[src/design/fvt_pkg.sv]
// Shared types and constants of the frustum visibility test.
package fvt_pkg;

	// Number of planes tested and number of planes backed by a register
	localparam int PLANE_COUNT = 6;
	localparam int REG_COUNT   = 6;
	localparam int CFG_IDX_W   = 3;

	// Q1.14 coefficients, distance kept wide enough that no sum can overflow
	localparam int FRAC_BITS = 14;
	localparam int DIST_W    = 36;

	typedef enum logic [1:0] {
		REQ_POINT  = 2'd0,
		REQ_SPHERE = 2'd1,
		REQ_CUBE   = 2'd2,
		REQ_BOX    = 2'd3
	} req_kind_t;

	typedef logic signed [15:0]    coord_t;
	typedef logic signed [15:0]    coef_t;
	typedef logic [14:0]           half_t;
	typedef logic [16:0]           mag_t;
	typedef logic [63:0]           plane_t;
	typedef logic [CFG_IDX_W-1:0]  cfg_idx_t;
	typedef logic signed [31:0]    prod_t;
	typedef logic [31:0]           ext_t;
	typedef logic signed [DIST_W-1:0] dist_t;

	// One primitive after cube half sizes are spread to all three axes
	typedef struct packed {
		req_kind_t kind;
		coord_t    cx;
		coord_t    cy;
		coord_t    cz;
		half_t     hx;
		half_t     hy;
		half_t     hz;
	} prim_t;

endpackage

[src/design/fvt_lane.sv]
// One plane lane: products registered in stage 1, distance test after them.
module fvt_lane (
	input  logic            clk,
	input  logic            load_s1,
	input  fvt_pkg::prim_t  prim,
	input  fvt_pkg::plane_t plane,
	output logic            reject
);
	import fvt_pkg::*;

	coef_t a, b, c, d;
	mag_t  a_mag, b_mag, c_mag;
	prod_t px, py, pz;
	ext_t  ex, ey, ez;

	prod_t     px_s1, py_s1, pz_s1;
	ext_t      ex_s1, ey_s1, ez_s1;
	req_kind_t kind_s1;
	half_t     radius_s1;

	dist_t ctr_dist, slack, total;

	// Unpack plane coefficients
	assign a = plane[15:0];
	assign b = plane[31:16];
	assign c = plane[47:32];
	assign d = plane[63:48];

	// Take magnitudes in 17 bits so the most negative code stays exact
	assign a_mag = a[15] ? mag_t'(-{a[15], a}) : {1'b0, a};
	assign b_mag = b[15] ? mag_t'(-{b[15], b}) : {1'b0, b};
	assign c_mag = c[15] ? mag_t'(-{c[15], c}) : {1'b0, c};

	// Centre products and box extents
	assign px = prod_t'(a) * prod_t'(prim.cx);
	assign py = prod_t'(b) * prod_t'(prim.cy);
	assign pz = prod_t'(c) * prod_t'(prim.cz);
	assign ex = ext_t'(a_mag) * ext_t'(prim.hx);
	assign ey = ext_t'(b_mag) * ext_t'(prim.hy);
	assign ez = ext_t'(c_mag) * ext_t'(prim.hz);

	// Hold products for the distance stage
	always_ff @(posedge clk) begin
		if (load_s1) begin
			px_s1     <= px;
			py_s1     <= py;
			pz_s1     <= pz;
			ex_s1     <= ex;
			ey_s1     <= ey;
			ez_s1     <= ez;
			kind_s1   <= prim.kind;
			radius_s1 <= prim.hx;
		end
	end

	// Centre distance in Q.14
	assign ctr_dist = dist_t'(px_s1) + dist_t'(py_s1) + dist_t'(pz_s1)
		+ (dist_t'(d) <<< FRAC_BITS);

	// Allowance behind the plane by primitive kind
	always_comb begin
		case (kind_s1) inside
			REQ_POINT:         slack = '0;
			REQ_SPHERE:        slack = dist_t'(radius_s1) <<< FRAC_BITS;
			REQ_CUBE, REQ_BOX: slack = dist_t'(ex_s1) + dist_t'(ey_s1) + dist_t'(ez_s1);
			default:           slack = '0;
		endcase
	end

	assign total  = ctr_dist + slack;
	assign reject = total[DIST_W-1];
endmodule

[config.mk]
export PLATFORM = sky130hd
export DESIGN_NAME = fvt_lane
export DESIGN_NICKNAME = d
export VERILOG_FILES = /design/src/design/fvt_pkg.sv /design/src/design/fvt_lane.sv
export SDC_FILE = /design/constraint.sdc
export NUM_CORES = 2
export LEC_CHECK = 0
export ABC_AREA = 1
export BUFFER_PORTS_ARGS = -buffer_cell sky130_fd_sc_hd__buf_2
export CORE_MARGIN = 5
export CORE_UTILIZATION = 55
export DETAILED_ROUTE_END_ITERATION = 16
export GPL_TIMING_DRIVEN = 0
export PLACE_DENSITY = 0.82
export RECOVER_POWER = 25
export SLEW_MARGIN = 20
export SYNTH_ARGS = -nofsm -noshare
export SYNTH_HDL_FRONTEND = slang
export SYNTH_SLANG_ARGS = --single-unit
[constraint.sdc]
create_clock -name clk -period 9.5 [get_ports clk]
set_clock_uncertainty 0.2 [all_clocks]
set_input_delay 2.375 -clock clk [delete_from_list [all_inputs] [get_ports clk]]
set_output_delay 2.375 -clock clk [all_outputs]
set_load 0.005 [all_outputs]
### Yosys cells after proc, flatten, opt, wreduce, memory -nomap -nowiden

Cells that the tools add are included.

| storage, ports and cells | value |
|---|---|
| input bits | 161 |
| bits in registers | 209 |
| output and inout port bits | 1 |

| cells by class | value |
|---|---|
| mux-type cells | 6 |
| multiply operators | 6 |
| reductions and logical operators | 2 |
| eq/ne operators | 3 |
| add/subtract/negate cells | 9 |

Operator list:

| cell | number |
|---|---|
| 34-bit two-way mux | 3 |
| 16-bit by 16-bit multiplier with 32-bit output | 3 |
| 17-bit by 15-bit multiplier with 32-bit output | 3 |
| 33-bit by 32-bit adder with 34-bit output | 2 |
| 32-bit by 32-bit adder with 33-bit output | 2 |
| 17-bit two-way mux | 3 |
| 17-bit negation | 3 |
| 35-bit by 35-bit adder with 36-bit output | 1 |
| 34-bit by 30-bit adder with 35-bit output | 1 |
| 2-bit equality test, second input constant | 2 |
| 2-bit by 1-bit equality test with 1-bit output, second input constant | 1 |
| 2-bit logical NOT | 1 |
| 2-bit OR reduction | 1 |

### Depth between registers and ports, before layout

| logic depth | value |
|---|---|
| word-level depth | 6 |
| mapped depth | 35 |
| gate-level depth less buffers | 34 |

### Least setup slack after synthesis

OpenSTA, ideal clock, no wires.

| timing path | value |
|---|---|
| kind | in2reg |
| start point | in plane[33] |
| end point | reg ez_s1[29], data pin |
| path slack | 865 ps |
| data arrival time | 8183 ps |
| buffers on the path | 1 |
| stages | 32 |
| data required time | 9047 ps |
| cell sequence | buf_2 inv_1 ha_1 nand2_1 nor3_2 nand3_2 o21ai_4 xor2_4 nor2_1 fa_1 inv_1 fa_1 inv_1 fa_1 inv_1 fa_1 inv_1 fa_1 inv_1 fa_1 inv_1 ha_1 a21oi_1 inv_1 a21oi_1 nand2_1 nand2_1 nand2_1 nand2_1 nand3_1 nand2_1 nand2_1 |

| between the ends | value |
|---|---|
| cells in the longest elaborated chain, start to end | 3 |

RTL lines:

| what | RTL line | RTL |
|---|---|---|
| start: declaration | fvt_lane.sv:6 | `input fvt_pkg::plane_t plane,` |
| 17-bit negation | fvt_lane.sv:32 | `assign c_mag = c[15] ? mag_t'(-{c[15], c}) : {1'b0, c};` |
| 17-bit two-way mux (*) | fvt_lane.sv:32 |  |
| 17-bit by 15-bit multiplier with 32-bit output (*) | fvt_lane.sv:40 | `assign ez = ext_t'(c_mag) * ext_t'(prim.hz);` |
| via ez[29] | fvt_lane.sv:14 | `ext_t ex, ey, ez;` |
| end signal: assignment | fvt_lane.sv:50 | `ez_s1 <= ez;` |
| end: declaration | fvt_lane.sv:17 | `ext_t ex_s1, ey_s1, ez_s1;` |

Mark *: on every way through the listed nets, which the timed path passes. The rest lies on a longest branch.
A chain may end at the register's enable or synchronous reset.

### Worst setup path in the final report

| timing path | value |
|---|---|
| start point | in plane[3] |
| end point | reg ex_s1[31], data pin |

| between the ends | value |
|---|---|
| cells in the longest elaborated chain, start to end | 3 |

RTL lines:

| what | RTL line | RTL |
|---|---|---|
| 17-bit negation | fvt_lane.sv:30 | `assign a_mag = a[15] ? mag_t'(-{a[15], a}) : {1'b0, a};` |
| 17-bit two-way mux (*) | fvt_lane.sv:30 |  |
| 17-bit by 15-bit multiplier with 32-bit output (*) | fvt_lane.sv:38 | `assign ex = ext_t'(a_mag) * ext_t'(prim.hx);` |
| via ex[31] | fvt_lane.sv:14 |  |
| end signal: assignment | fvt_lane.sv:48 | `ex_s1 <= ex;` |
| end: declaration | fvt_lane.sv:17 |  |

Marks and branches as above.

==> metrics.md <==
| Metric | Value |
|---|---|
| Status | finished, violations left |
| Failing checks | max-capacitance violations, max-slew violations |
| Critical path arrival | around 9.5 ns |
| Unrepaired setup endpoints after global routing | false |
| All-Layer GR Usage | a little over 30% |
| Row cnt | 131 |
| CP Launch Type | primary input |
| Die ar. | 136000 µm² |
| Grt total ovfl | 0 |
| Final Util | approximately 58% |
| Top_reg_cell synth | edfxtp_1 |
| Fraction of layout instances using a drive strength above 1 | 1.66% |
| Worst path required time | 9.61 ns |
| CTS tree | yes |
| Final Hold Viols | 0 |
| Iteration-0 DRC Markers | between 5000 and 6000 |
| Pin count of the biggest net entering global routing | ~100 |
| Cell Area, Synth | between 70000 and 80000 µm² |
| Nets | ~11000 |
| Slew HR | -264% |
| Drt via density | roughly 5.4 |
| Final period utilization | between 90% and 100% |
| Clock root cell | clkbuf_16 |
| Setup Buffers After CTS | 0 |
| Multi-input logic area | 54200 µm² |
| Clock tree buffer depth | 3 |
| Most frequent cell after synthesis | inv_1 |
| Initial Util | 55.4% |
| Final Setup Violations | 0 |
| Htree depth | 1 |
| Filler cells | about 12000 |
| Synth warn | 0 |
| Number of synthesized flops with an enable pin | 209 |
| Max Slew Vio Count | 101 |
| Fin worst setup slack | around 0.15 ns |
| Clock period minus final worst setup slack | about 9.3 ns |
| GPL Wtd Cong | roughly 0.99 |
| Post-DP HPWL | around 180 mm |
| Actual slew at the worst max-slew pin | between 5 and 6 ns |
| Hold Path Class | in2reg |
| # clock sinks | 209 |
| Worst setup EP type | flop |
| Yosys cell types | 45 |
| Critical path class | in2reg |
| Total number of vias | roughly 58000 |
| Initial antenna violation count | 23 |
| Final non-filler cell total | around 11000 |
| Drt drc | 0 |
| Sequential share of the synthesized area | between 8 and 9% |
| Place WS | -0.262 ns |
| IO Port Bufs | 71 |
| Vias in the first global route | between 60000 and 70000 |
| Reg clk slew, reported paths | around 0.08 ns |
| Drt first pass iters | 6 |
| Drt wl/cell | just under 20 µm |
| Synth Instances | approximately 9000 |
| Post-synth top area share | 42.1% |
| CP Max Fanout | 10 |
| Most frequent cells after synthesis | inv_1 (2448), nand2_1 (2068), fa_1 (1483) |
| Synth area leader | fa_1 |
| Num CTS Buffers | 21 |
| Register area | 6280 µm² |
| Synthesized flop and latch total | 209 |
| F_max | between 100 and 150 MHz |
| Dpl cells | approximately 11000 |
| First-pass GRT wire length | ~330 mm |
| Post-route ant nets | 0 |
| Die height | approximately 370 µm |
| Maxcap violations | 1 |
| I/O pins | between 150 and 200 |
| Core Area | roughly 130000 µm² |
| Async SR Flop Fraction | 0% |
| Routed WL | roughly 210 mm |
| Syn avg cell area | between 7 and 8 µm² |
| Synth-to-Final Area Change | 4.79% |
| DIE WIDTH | between 300 and 400 µm |
| Synth area leaders | fa_1 (42%), inv_1 (13%), nand2_1 (11%) |
-- flip-flops by register name, indices dropped and copies added (netlist names) --
register,cells
px_s1,32
ez_s1,32
radius_s1,15
kind_s1,2
pz_s1,32
ex_s1,32
py_s1,32
ey_s1,32
-- routing by layer --
metal / up-vias / share of wire [%] / global-route usage (%)
met3: 584 / 9.9 / 5.73
met4: 2 / 5.5 / 13.3
met5: - / 0.0058 / 0
met1: 28600 / 39 / 41.6
met2: 2831 / 46 / 49.6
li1: 26000 / - / -
-- stage by stage --
| step | hold WS, ns | TNS [ns] | area, µm² |
|---|---|---|---|
| 3_5_place_dp | 2.35 | -1.89 | 73300 |
| 5_1_grt | 1.82 | 0 | 74000 |
| 3_3_place_gp | 2.35 | -4.33 | 73200 |
| 4_1_cts | 1.81 | 0 | 74000 |
| 2_1_floorplan | 2.27 | 0 | 70800 |
| 6_report | 1.83 | 0 | 74000 |
-- cells in the final DEF (no fill, tap or decap), drive strengths merged --
cell / Yosys / layout
a21boi: 5 / 5
a21o: 13 / 13
a21oi: 237 / 237
a22oi: 1 / 1
a31oi: 2 / 2
and2: 6 / 6
and3: 1 / 1
buf: 41 / 95
bufinv: 0 / 3
clkbuf: 212 / 252
clkinv: 21 / 27
clkinvlp: 0 / 1
conb: 2 / 45
diode: 0 / 21
edfxtp: 209 / 209
fa: 1483 / 1483
ha: 614 / 614
inv: 2459 / 2463
nand2: 2076 / 2076
nand2b: 1 / 1
nand3: 273 / 273
nand3b: 15 / 15
nand4: 65 / 65
nor2: 712 / 712
nor3: 57 / 57
nor4: 13 / 13
o211ai: 6 / 6
o21a: 14 / 14
o21ai: 139 / 139
o21bai: 27 / 27
o31ai: 3 / 3
or2: 8 / 8
xnor2: 27 / 27
xor2: 121 / 121
-- critical path, stage by stage --
cell	delay [ns]
buf_2	0.14
clkbuf_1	0.52
nor2_1	0.16
nor2_1	0.11
nand2_1	0.06
nand2_1	0.37
clkinv_1	0.51
nor2_1	0.25
fa_1	0.49
fa_1	0.48
fa_1	0.53
fa_1	0.43
fa_1	0.50
inv_1	0.06
fa_1	0.47
inv_1	0.04
ha_1	0.41
nand2_1	0.19
o21ai_0	0.44
nand2_1	0.11
a21oi_1	0.42
nor2_1	0.19
nand3_1	0.13
nand2_1	0.06
-- area by class of cell --
cell class | count | area share, %
Buffer | 253 | 1.32
Sequential cell | 209 | 8.48
Clock inverter | 14 | 0.230
Inverter | 2480 | 12.6
Multi-Input combinational cell | 5964 | 73.3
Tap cell | 1662 | 2.81
Clock buffer | 21 | 0.710
Timing Repair Buffer | 73 | 0.492
Antenna cell | 21 | 0.0710
-- final timing paths --
| check | from | endpoint | slack, ns | depth (start not counted) |
|---|---|---|---|---|
| hold / removal | prim[93] | kind_s1[0]$_DFFE_PP_ | 1.83 | 1 |
| setup / recovery | plane[3] | ex_s1[31]$_DFFE_PP_ | 0.15 | 24 |
-- logic make-up after synthesis --
logic type | synth area share (%)
and+or+nand+nor | 18.2
buffers and inverters | 14.6
adders and majority gates | 52.9
AOI/OAI and AO/OA | 3.43
DFF | 8.89
xor gates and xnor gates | 1.92
other | 0.0106
-- repair_timing --
| action | CTS | global route |
|---|---|---|
| hold buffers | 0 | 0 |
| endpoints found under the setup margin | 0 | 6 |
| gates resized for setup | 0 | 6 |
Power is not shown: default switching activity piles up to over one toggle a cycle in this logic, so the estimate is an artifact.
